[config.mk]
export PLATFORM = sky130hd
export DESIGN_NAME = bit_crusher_effect
export DESIGN_NICKNAME = d
export VERILOG_FILES = /design/src/hw/rtl/bcrush_pkg.sv /design/src/hw/rtl/bcrush_cfg.sv /design/src/hw/rtl/bcrush_quant.sv /design/src/hw/rtl/bcrush_mix.sv /design/src/hw/rtl/bit_crusher_effect.sv
export SDC_FILE = /design/constraint.sdc
export NUM_CORES = 2
export LEC_CHECK = 0
export ABC_AREA = 1
export BUFFER_PORTS_ARGS = -buffer_cell sky130_fd_sc_hd__buf_2
export CAP_MARGIN = 20
export CORE_MARGIN = 2
export CORE_UTILIZATION = 40
export DETAILED_ROUTE_END_ITERATION = 12
export PLACE_DENSITY = 0.61
export SYNTH_ARGS = -nofsm -noshare
export SYNTH_HDL_FRONTEND = slang
export SYNTH_SLANG_ARGS = --single-unit
export TNS_END_PERCENT = 100
[constraint.sdc]
create_clock -name clk -period 13.8 [get_ports clk]
set_clock_uncertainty 0.05 [all_clocks]
set_input_delay 2.76 -clock clk [delete_from_list [all_inputs] [get_ports clk]]
set_output_delay 2.76 -clock clk [all_outputs]
set_load 0.05 [all_outputs]
[src/hw/rtl/bcrush_pkg.sv]
// Shared types and constants for the bit crusher effect.
package bcrush_pkg;

    // Sample format: signed Q1.(SAMPLE_BITS-1)
    localparam int SAMPLE_BITS = 24;

    // Mix control scaled by 2^MIX_SHIFT
    localparam int MIX_SHIFT = 16;
    localparam int MIX_W     = MIX_SHIFT + 1;
    localparam logic [MIX_W-1:0] MIX_ONE = MIX_W'(1) << MIX_SHIFT;

    // Bit depth control
    localparam int DEPTH_W = 5;
    localparam logic [DEPTH_W-1:0] DEPTH_MIN = DEPTH_W'(1);
    localparam logic [DEPTH_W-1:0] DEPTH_MAX = DEPTH_W'(16);

    // Quantizer shift amount, wide enough to hold SAMPLE_BITS itself
    localparam int SHIFT_W = $clog2(SAMPLE_BITS + 1);

    // Hold rate step
    localparam int RATE_W = 17;
    localparam logic [RATE_W-1:0] RATE_RESET = RATE_W'(65536);

    // Configuration port
    localparam int CFG_DATA_W  = 17;
    localparam int CFG_INDEX_W = 2;

    typedef enum logic [CFG_INDEX_W-1:0] {
        REG_BIT_DEPTH = 2'd0,
        REG_RATE_STEP = 2'd1,
        REG_MIX       = 2'd2,
        REG_STEREO    = 2'd3
    } cfg_reg_t;

    // Current settings, already clamped to their legal ranges
    typedef struct packed {
        logic [DEPTH_W-1:0] bit_depth;
        logic [RATE_W-1:0]  rate_step;
        logic [MIX_W-1:0]   mix;
        logic               stereo_enable;
    } cfg_t;

    typedef struct packed {
        logic signed [SAMPLE_BITS-1:0] left_sample;
        logic signed [SAMPLE_BITS-1:0] right_sample;
    } sample_frame_t;

    typedef struct packed {
        logic signed [SAMPLE_BITS-1:0] left_out;
        logic signed [SAMPLE_BITS-1:0] right_out;
    } result_frame_t;

endpackage

[src/hw/rtl/bcrush_cfg.sv]
// Configuration registers with range clamping on write.
module bcrush_cfg
    import bcrush_pkg::*;
(
    input  logic                   clk,
    input  logic                   rst_n,
    input  logic                   cfg_write,
    input  logic [CFG_INDEX_W-1:0] cfg_index,
    input  logic [CFG_DATA_W-1:0]  cfg_data,
    output cfg_t                   cfg
);

    cfg_t                cfg_reg;
    cfg_t                cfg_next;
    logic [DEPTH_W-1:0]  depth_in;
    logic [MIX_W-1:0]    mix_in;

    assign depth_in = cfg_data[DEPTH_W-1:0];
    assign mix_in   = cfg_data[MIX_W-1:0];

    // Decode the write and clamp depth and mix into range
    always_comb
    begin
        cfg_next = cfg_reg;
        if (cfg_write)
        begin
            case (cfg_reg_t'(cfg_index))
                REG_BIT_DEPTH:
                begin
                    if (depth_in < DEPTH_MIN)
                        cfg_next.bit_depth = DEPTH_MIN;
                    else if (depth_in > DEPTH_MAX)
                        cfg_next.bit_depth = DEPTH_MAX;
                    else
                        cfg_next.bit_depth = depth_in;
                end
                REG_RATE_STEP: cfg_next.rate_step = cfg_data[RATE_W-1:0];
                REG_MIX:
                begin
                    if (mix_in > MIX_ONE)
                        cfg_next.mix = MIX_ONE;
                    else
                        cfg_next.mix = mix_in;
                end
                REG_STEREO:    cfg_next.stereo_enable = cfg_data[0];
                default:       cfg_next = cfg_reg;
            endcase
        end
    end

    always_ff @(posedge clk or negedge rst_n)
    begin
        if (!rst_n)
        begin
            cfg_reg.bit_depth     <= DEPTH_MAX;
            cfg_reg.rate_step     <= RATE_RESET;
            cfg_reg.mix           <= MIX_ONE;
            cfg_reg.stereo_enable <= 1'b1;
        end
        else
        begin
            cfg_reg <= cfg_next;
        end
    end

    assign cfg = cfg_reg;

endmodule

[src/hw/rtl/bcrush_quant.sv]
// Requantizer: round half away from zero to bit_depth-1 fraction bits, saturate high.
module bcrush_quant
    import bcrush_pkg::*;
(
    input  logic signed [SAMPLE_BITS-1:0] sample,
    input  logic [DEPTH_W-1:0]            bit_depth,
    output logic signed [SAMPLE_BITS-1:0] quant
);

    localparam int MW = SAMPLE_BITS + 1;
    localparam logic [MW-1:0] POS_MAX = {2'b00, {(SAMPLE_BITS-1){1'b1}}};

    logic              neg;
    logic [MW-1:0]     ext;
    logic [MW-1:0]     mag;
    logic [SHIFT_W-1:0] shift;
    logic [MW-1:0]     half;
    logic [MW-1:0]     keep;
    logic [MW-1:0]     rnd;
    logic [MW-1:0]     rnd_neg;

    // Take the magnitude one bit wider so the most negative value fits
    assign neg  = sample[SAMPLE_BITS-1];
    assign ext  = {sample[SAMPLE_BITS-1], sample};
    assign mag  = neg ? (~ext + MW'(1)) : ext;

    // Drop the low bits below the kept resolution, rounding by half a step
    assign shift = SHIFT_W'(SAMPLE_BITS) - SHIFT_W'(bit_depth);
    assign half  = (shift == '0) ? '0 : (MW'(1) << (shift - SHIFT_W'(1)));
    assign keep  = ~((MW'(1) << shift) - MW'(1));
    assign rnd   = (mag + half) & keep;
    assign rnd_neg = ~rnd + MW'(1);

    // Restore the sign; only a positive result can overflow
    always_comb
    begin
        if (neg)
            quant = rnd_neg[SAMPLE_BITS-1:0];
        else if (rnd > POS_MAX)
            quant = POS_MAX[SAMPLE_BITS-1:0];
        else
            quant = rnd[SAMPLE_BITS-1:0];
    end

endmodule

[src/hw/rtl/bcrush_mix.sv]
// Dry/held crossfade: dry + round((held - dry) * mix / 2^16), half up.
module bcrush_mix
    import bcrush_pkg::*;
(
    input  logic signed [SAMPLE_BITS-1:0] dry,
    input  logic signed [SAMPLE_BITS-1:0] held,
    input  logic [MIX_W-1:0]              mix,
    output logic signed [SAMPLE_BITS-1:0] mixed
);

    localparam int DW = SAMPLE_BITS + 1;
    localparam int PW = DW + MIX_W + 1;
    localparam logic signed [PW-1:0] ROUND = PW'(1) <<< (MIX_SHIFT - 1);

    logic signed [DW-1:0]        diff;
    logic signed [MIX_W:0]       mix_s;
    logic signed [PW-1:0]        prod;
    logic signed [PW-1:0]        scaled;
    logic signed [SAMPLE_BITS-1:0] delta;

    // Form the wet-minus-dry difference and weight it
    assign diff   = {held[SAMPLE_BITS-1], held} - {dry[SAMPLE_BITS-1], dry};
    assign mix_s  = {1'b0, mix};
    assign prod   = PW'(diff) * PW'(mix_s);

    // Round half up and scale back; the sum always lands in sample range
    assign scaled = (prod + ROUND) >>> MIX_SHIFT;
    assign delta  = scaled[SAMPLE_BITS-1:0];
    assign mixed  = dry + delta;

endmodule

[src/hw/rtl/bit_crusher_effect.sv]
// Top level of the sample-and-hold bit crusher effect.
//
//  Channel   Direction  Handshake                      Payload
//  sample    in         sample_valid / sample_ready    sample_frame_t (left, right)
//  result    out        result_valid / result_ready    result_frame_t (left, right)
//  cfg       in         cfg_write (no wait)            cfg_index, cfg_data
//
//  One frame per cycle sustained while result_ready stays high; two register stages, so a
//  result reaches the result register after its request is accepted into stage one.
//  Stage one holds the accepted frame; quantize and crossfade run between it and
//  the result register, and the phase and held samples update as a frame moves on.
//  A stalled result holds both stages; sample_ready drops only when both are full.
//  Reset clears phase and held samples and loads bit_depth 16, rate_step 65536,
//  mix 65536 and stereo on.
module bit_crusher_effect
    import bcrush_pkg::*;
#(
    parameter int PHASE_BITS = 16
)
(
    input  logic                   clk,
    input  logic                   rst_n,
    input  logic                   sample_valid,
    output logic                   sample_ready,
    input  sample_frame_t          sample,
    output logic                   result_valid,
    input  logic                   result_ready,
    output result_frame_t          result,
    input  logic                   cfg_write,
    input  logic [CFG_INDEX_W-1:0] cfg_index,
    input  logic [CFG_DATA_W-1:0]  cfg_data
);

    localparam int SUM_W = ((PHASE_BITS > RATE_W) ? PHASE_BITS : RATE_W) + 1;

    cfg_t                          cfg;
    logic                          s1_valid_reg;
    logic                          s1_valid_next;
    sample_frame_t                 s1_frame_reg;
    logic                          res_valid_reg;
    logic                          res_valid_next;
    result_frame_t                 res_frame_reg;
    logic [PHASE_BITS-1:0]         phase_reg;
    logic signed [SAMPLE_BITS-1:0] held_left_reg;
    logic signed [SAMPLE_BITS-1:0] held_right_reg;
    logic                          s1_go;
    logic                          advance;
    logic [SUM_W-1:0]              phase_sum;
    logic                          wrap;
    logic signed [SAMPLE_BITS-1:0] quant_left;
    logic signed [SAMPLE_BITS-1:0] quant_right;
    logic signed [SAMPLE_BITS-1:0] held_left_next;
    logic signed [SAMPLE_BITS-1:0] held_right_next;
    logic signed [SAMPLE_BITS-1:0] mix_left;
    logic signed [SAMPLE_BITS-1:0] mix_right;
    result_frame_t                 res_frame_next;

    bcrush_cfg u_cfg (
        .clk       (clk),
        .rst_n     (rst_n),
        .cfg_write (cfg_write),
        .cfg_index (cfg_index),
        .cfg_data  (cfg_data),
        .cfg       (cfg)
    );

    // Handshake: stage one moves on whenever the result register is free or drains
    assign s1_go        = !res_valid_reg || result_ready;
    assign advance      = s1_valid_reg && s1_go;
    assign sample_ready = !s1_valid_reg || s1_go;

    assign s1_valid_next  = (sample_valid && sample_ready) || (s1_valid_reg && !s1_go);
    assign res_valid_next = advance || (res_valid_reg && !result_ready);

    // Phase accumulator: a carry past 2^PHASE_BITS triggers a new hold
    assign phase_sum = SUM_W'(phase_reg) + SUM_W'(cfg.rate_step);
    assign wrap      = |phase_sum[SUM_W-1:PHASE_BITS];

    bcrush_quant u_quant_left (
        .sample    (s1_frame_reg.left_sample),
        .bit_depth (cfg.bit_depth),
        .quant     (quant_left)
    );

    bcrush_quant u_quant_right (
        .sample    (s1_frame_reg.right_sample),
        .bit_depth (cfg.bit_depth),
        .quant     (quant_right)
    );

    // Update held samples before they feed this frame's crossfade
    assign held_left_next  = wrap ? quant_left : held_left_reg;
    assign held_right_next = (wrap && cfg.stereo_enable) ? quant_right : held_right_reg;

    bcrush_mix u_mix_left (
        .dry   (s1_frame_reg.left_sample),
        .held  (held_left_next),
        .mix   (cfg.mix),
        .mixed (mix_left)
    );

    bcrush_mix u_mix_right (
        .dry   (s1_frame_reg.right_sample),
        .held  (held_right_next),
        .mix   (cfg.mix),
        .mixed (mix_right)
    );

    // Pass the right channel through when stereo is off
    always_comb
    begin
        res_frame_next.left_out  = mix_left;
        res_frame_next.right_out = cfg.stereo_enable ? mix_right
                                                     : s1_frame_reg.right_sample;
    end

    // Control and state registers
    always_ff @(posedge clk or negedge rst_n)
    begin
        if (!rst_n)
        begin
            s1_valid_reg   <= 1'b0;
            res_valid_reg  <= 1'b0;
            phase_reg      <= '0;
            held_left_reg  <= '0;
            held_right_reg <= '0;
        end
        else
        begin
            s1_valid_reg  <= s1_valid_next;
            res_valid_reg <= res_valid_next;
            if (advance)
            begin
                phase_reg      <= phase_sum[PHASE_BITS-1:0];
                held_left_reg  <= held_left_next;
                held_right_reg <= held_right_next;
            end
        end
    end

    // Payload registers: load the input stage and the result stage
    always_ff @(posedge clk)
    begin
        if (sample_valid && sample_ready)
            s1_frame_reg <= sample;
        if (advance)
            res_frame_reg <= res_frame_next;
    end

    assign result_valid = res_valid_reg;
    assign result       = res_frame_reg;

endmodule

Word level (Yosys, flattened, before mapping)
Cells that the tools add are included.
- register bits after elaboration: 202
- bits of input ports: 72
- output and inout bits: 50
- word-level logic and storage cells: 81
- $add $sub $neg: 16
- multipliers: 2
- $lt $le $gt $ge: 5
- equality and inequality tests: 3
- shift operators: 2
- multiplexer cells: 13
- bitwise logic cells: 7
- reductions and logical operators: 20
- operators by type and width (operator ; count):
    $mux 24 ; 7
    $add 40x17->40 const B ; 2
    $mul 25x18->40 ; 2
    $mux 25 ; 3
    $not 25->25 ; 3
    $add 25x1->25 const B ; 2
    $add 25x25->25 ; 2
    $and 25x25->25 ; 2
    $gt 25x23->1 const B ; 2
    $shl 1x5->25 const A ; 2
    $sub 24x24->25 ; 2
    $add 24x1->24 const B ; 2
    $add 24x24->24 ; 2
    $not 24->24 ; 2
    $sub 25x2->25 const B ; 1
    $add 16x17->18 ; 1
    $gt 17x17->1 const B ; 1
    $mux 17 ; 1
    $mux 5 ; 2
    $reduce_and 2->1 ; 4
    $gt 5x5->1 const B ; 1
    $logic_and 1x1->1 ; 5
    $logic_not 5->1 ; 1
    $lt 5x1->1 const B ; 1
    8 further kinds ; 15

Longest topological paths before layout
- depth after elaboration: 15
- depth in mapped cells: 92
- depth with buffers taken out: 91

Modules after synthesis
Synthesis repeated with hierarchy kept, for this count alone.
- cell total of the unflattened synthesis: 7444
- area total of the unflattened synthesis: 54113.1 um^2
- modules (own cells, without submodules) (module ; instances ; cells each ; area each (um^2) ; sequential area each (um^2)):
    bcrush_mix at u_mix_right ; 1 ; 2370 ; 17760.8 ; 0.0
    bcrush_mix at u_mix_left ; 1 ; 2346 ; 17668.2 ; 0.0
    bit_crusher_effect ; 1 ; 779 ; 7693.6 ; 4534.3
    bcrush_quant at u_quant_left ; 1 ; 867 ; 4668.2 ; 0.0
    bcrush_quant at u_quant_right ; 1 ; 883 ; 4600.7 ; 0.0
    bcrush_cfg ; 1 ; 199 ; 1721.7 ; 1006.0

Least setup slack after synthesis
No wires, ideal clock.
- path type: reg-to-reg
- from: register s1_frame_reg[1] in the netlist's numbering
- to: register res_frame_reg (netlist bit result[23]) (data pin)
- library setup time: 0.253 ns
- arrival time: 13.535 ns
- required time: 13.497 ns
- setup slack: -0.037 ns
- cell stages (with the launch flop): 83
- path buffers: 2
- clock period less this slack: 13.837 ns
- path through: edfxtp_1 inv_1 ha_1 inv_1 nor3_1 nand3_1 nor3_1 nor2_1 nor2_1 o21ai_0 inv_1 o21ai_0 o21bai_1 or2_2 xor2_1 ha_1 nand2_1 nor2_1 [47 not listed] a211oi_1 o221a_2 nand2_1 nand2_1 o211ai_1 a221oi_1 xor2_1 ha_1 nand2_1 nor2_1 nand2_1 nor4_1 nand2_1 o211ai_1 xor2_1 xnor3_1 nand3_1 nand2_1
- RTL lines (what ; RTL line ; RTL):
    from (decl) ; bit_crusher_effect.sv:39 ; sample_frame_t s1_frame_reg;
    from (signal assigned) ; bit_crusher_effect.sv:145 ; s1_frame_reg <= sample;
    to (signal assigned) ; bit_crusher_effect.sv:147 ; res_frame_reg <= res_frame_next;
    to (decl) ; bit_crusher_effect.sv:42 ; result_frame_t res_frame_reg;

==> results by group <==
Timing
  • Setup Viol. Count Final: 0
  • Unrepaired setup endpoints after global routing: true
  • Final Hold Viols: 0
  • WHS: roughly 0.42 ns
  • Setup TNS: 0 ns
  • Max-slew violations: 0
  • Period Utilization, post-route: 0.996
  • Highest clock rate: between 0.07 and 0.08 GHz
  • Max_slew headroom: 0.343
  • Tmin final: ~14 ns
  • Worst-Margin Slew: roughly 0.98 ns

Place
  • Hpwl dp: ~140 mm
  • # port buffers: between 100 and 150
  • Post-DP Area: 58800 sq um
  • Routability Congestion: between 0.9 and 1
  • Cell total after placement: between 8000 and 9000

Synth
  • Asr flop ratio synth: 0.525
  • Syn Nets: 7626
  • Number of synthesized register bits: about 200
  • Register area share after synthesis: 0.113
  • Number of flops mapped to enable cells by yosys: 96
  • Mapped Cells: 6351
  • Synthesized area per cell: 7.69 sq um
  • Post-Syn Area: 48800 sq um
  • Main synth FF type: dfrtp_1
  • Synth unique cells: 68
  • Synth warnings: 0

Final layout
  • Design area: about 63000 sq um
  • Synth-to-layout area growth: 29.0%
  • Final nets: 8764
  • Most frequent cells in the layout: 1376 x inv_1, 1181 x nand2_1, 1118 x buf_4
  • Final Non-Filler Cells: about 9100
  • Fraction of layout cells with a size suffix above 1: 0.261
  • Most common cell after layout, fill and taps aside: inv_1

Floorplanning
  • Die X-Extent: about 350 um
  • Die footprint: about 120000 sq um
  • Rows: roughly 130
  • Die span in y: 353 um
  • Boundary Pins: roughly 120
  • Initial Utilization: 0.402
  • Core area: about 120000 sq um

Clocking
  • TritonCTS clock tree: done
  • CTS H-tree lvls: 1
  • Clock sink total: about 200
  • CTS buffer count: 25
  • Clock-pin slew on the worst setup and hold paths: 0.06 ns
  • CTS root buf: clkbuf_16
  • Clock insertion delay at the later pin of the skew report: 0.60 ns
  • Hold Buf Count CTS: 0
  • Max Root-Sink Buffers: 3

Drt
  • Number of remaining DRC errors: 0
  • Vias per cell: about 5
  • DRT iter0 DRCs: approximately 3600
  • Final WL: 170 mm
  • Via Count: around 46000
  • Number of routed nets with antenna violations: 0
  • First-pass iteration count of the detailed router: 6
  • WL per Instance: about 19 um

Setup path
  • CP top delay family: adder cells
  • CP peak stage delay: ~0.61 ns
  • Crit-path slowest cell: fa_1
  • Max FO, Critical Path: 5
  • Buf+Inv Stages, Crit Path: 17
  • Worst Setup Start Kind: flip-flop
  • CP endpoint kind: flip-flop
  • Worst Path Required: roughly 14 ns
  • Setup Crit Path Kind: reg -> reg
  • CP Data Arrival Time: about 14 ns

Global routing
  • GRT Resource Usage Total: 0.269
  • Total congestion overflow: 0
  • First-pass GRT wire length: ~260 mm
  • Initial antenna violation count: 7
  • Vias in the first global route: 46200
  • Largest net degree at the start of global routing: 67

Run
  • Max Cap Viol: 0

Outcome
  • Outcome: completed

Hold path
  • Worst hold path type: reg -> reg
-- cells in the mapped netlist, types with 9 or more instances --
| cell type | instances | area share |
|---|---|---|
| inv_1 | 1431 | 0.11 |
| nand2_1 | 1249 | 0.096 |
| fa_1 | 795 | 0.33 |
| nor2_1 | 709 | 0.054 |
| ha_1 | 408 | 0.10 |
| a21oi_1 | 257 | 0.026 |
| nand3_1 | 248 | 0.025 |
| o21ai_0 | 180 | 0.018 |
| xor2_1 | 176 | 0.032 |
| clkbuf_1 | 145 | 0.011 |
| dfrtp_1 | 102 | 0.052 |
| edfxtp_1 | 96 | 0.059 |
| xnor2_1 | 73 | 0.013 |
| nor3_1 | 63 | 0.0065 |
| nand4_1 | 46 | 0.0059 |
| nand2_2 | 31 | 0.0040 |
| nand3_2 | 28 | 0.0057 |
| a31oi_1 | 26 | 0.0033 |
| or2_2 | 22 | 0.0028 |
| clkinv_1 | 20 | 0.0015 |
| nand3b_1 | 20 | 0.0031 |
| o21ai_1 | 20 | 0.0020 |
| o21a_1 | 18 | 0.0028 |
| nor4_1 | 14 | 0.0018 |
| inv_2 | 13 | 0.0010 |
| o21bai_1 | 11 | 0.0017 |
| mux2_2 | 9 | 0.0021 |
| nand2_4 | 9 | 0.0021 |
| nor2_4 | 9 | 0.0021 |
| o211ai_1 | 9 | 0.0014 |
-- worst register-to-register path: cells and delay by family (launching register included) --
family	cells	cell delay [ns]
adders and majority gates	11	4.59
and+or+nand+nor	31	3.31
AOI/OAI and AO/OA	17	2.68
buffers and inverters	17	1.46
xor gates and xnor gates	5	0.99
DFF	1	0.50
-- cells by family (layout without fill, tap and decap cells) --
family | after synthesis | count (layout) | synth area share
compound gates | 577 | 577 | 0.0652
flops | 202 | 202 | 0.113
mux | 9 | 9 | 0.00207
fa+ha+maj | 1203 | 1203 | 0.430
simple gates | 2478 | 2478 | 0.217
other cells | 0 | 3 | 0
buf+inv | 1630 | 2787 | 0.127
xor+xnor | 252 | 252 | 0.0458
-- final cells by class --
class | count | area, sq um
multi-input combinational | 4519 | 39500
clock inverter | 20 | 230
fill | 11700 | 58500
sequential | 202 | 5540
clock buffer | 26 | 629
timing repair buffer | 1277 | 9520
antenna | 3 | 7.51
tap | 1625 | 2030
inverter | 1464 | 5550
-- final timing paths --
| path | from | to | slack [ns] | depth (start not counted) |
|---|---|---|---|---|
| worst max-delay path | s1_frame_reg[2]$_DFFE_PP_ | result[23]$_DFFE_PP_ | 0.05 | 81 |
| worst min-delay path | held_left_reg[22]$_DFFE_PN0P_ | held_left_reg[22]$_DFFE_PN0P_ | 0.42 | 2 |
| worst max register to register | s1_frame_reg[2]$_DFFE_PP_ | result[23]$_DFFE_PP_ | 0.05 | 81 |
| worst min register to register | held_left_reg[22]$_DFFE_PN0P_ | held_left_reg[22]$_DFFE_PN0P_ | 0.42 | 2 |
| max in group asynchronous | rst_n | held_right_reg[10]$_DFFE_PN0P_ | 10.20 | 2 |
| min in group asynchronous | rst_n | s1_valid_reg$_DFF_PN0_ | 2.19 | 1 |
-- layer usage --
metal	global-route usage	vias to the layer above	share of wire
li1	-	21500	-
met5	0	-	0.00016
met1	0.373	22500	0.43
met2	0.439	1501	0.46
met3	0.0360	271	0.072
met4	0.0754	4	0.033
-- metrics by stage --
step	utilization	setup slack, ns
finish	0.519	0.0506
global route	0.518	-0.611
CTS	0.495	0.000388
global placement	0.484	-0.745
detailed placement	0.484	-0.810
floorplan	-	0.0275
-- repair_timing --
item / 4_1_cts / 5_1_grt
resized for setup: 106 / 534
buffers inserted: 16 / 87
pin swaps: 40 / 278
gates cloned: 0 / 0
endpoints found under the setup margin: 23 / 36
Power is not shown: default switching activity piles up to over one toggle a cycle in this logic, so the estimate is an artifact.
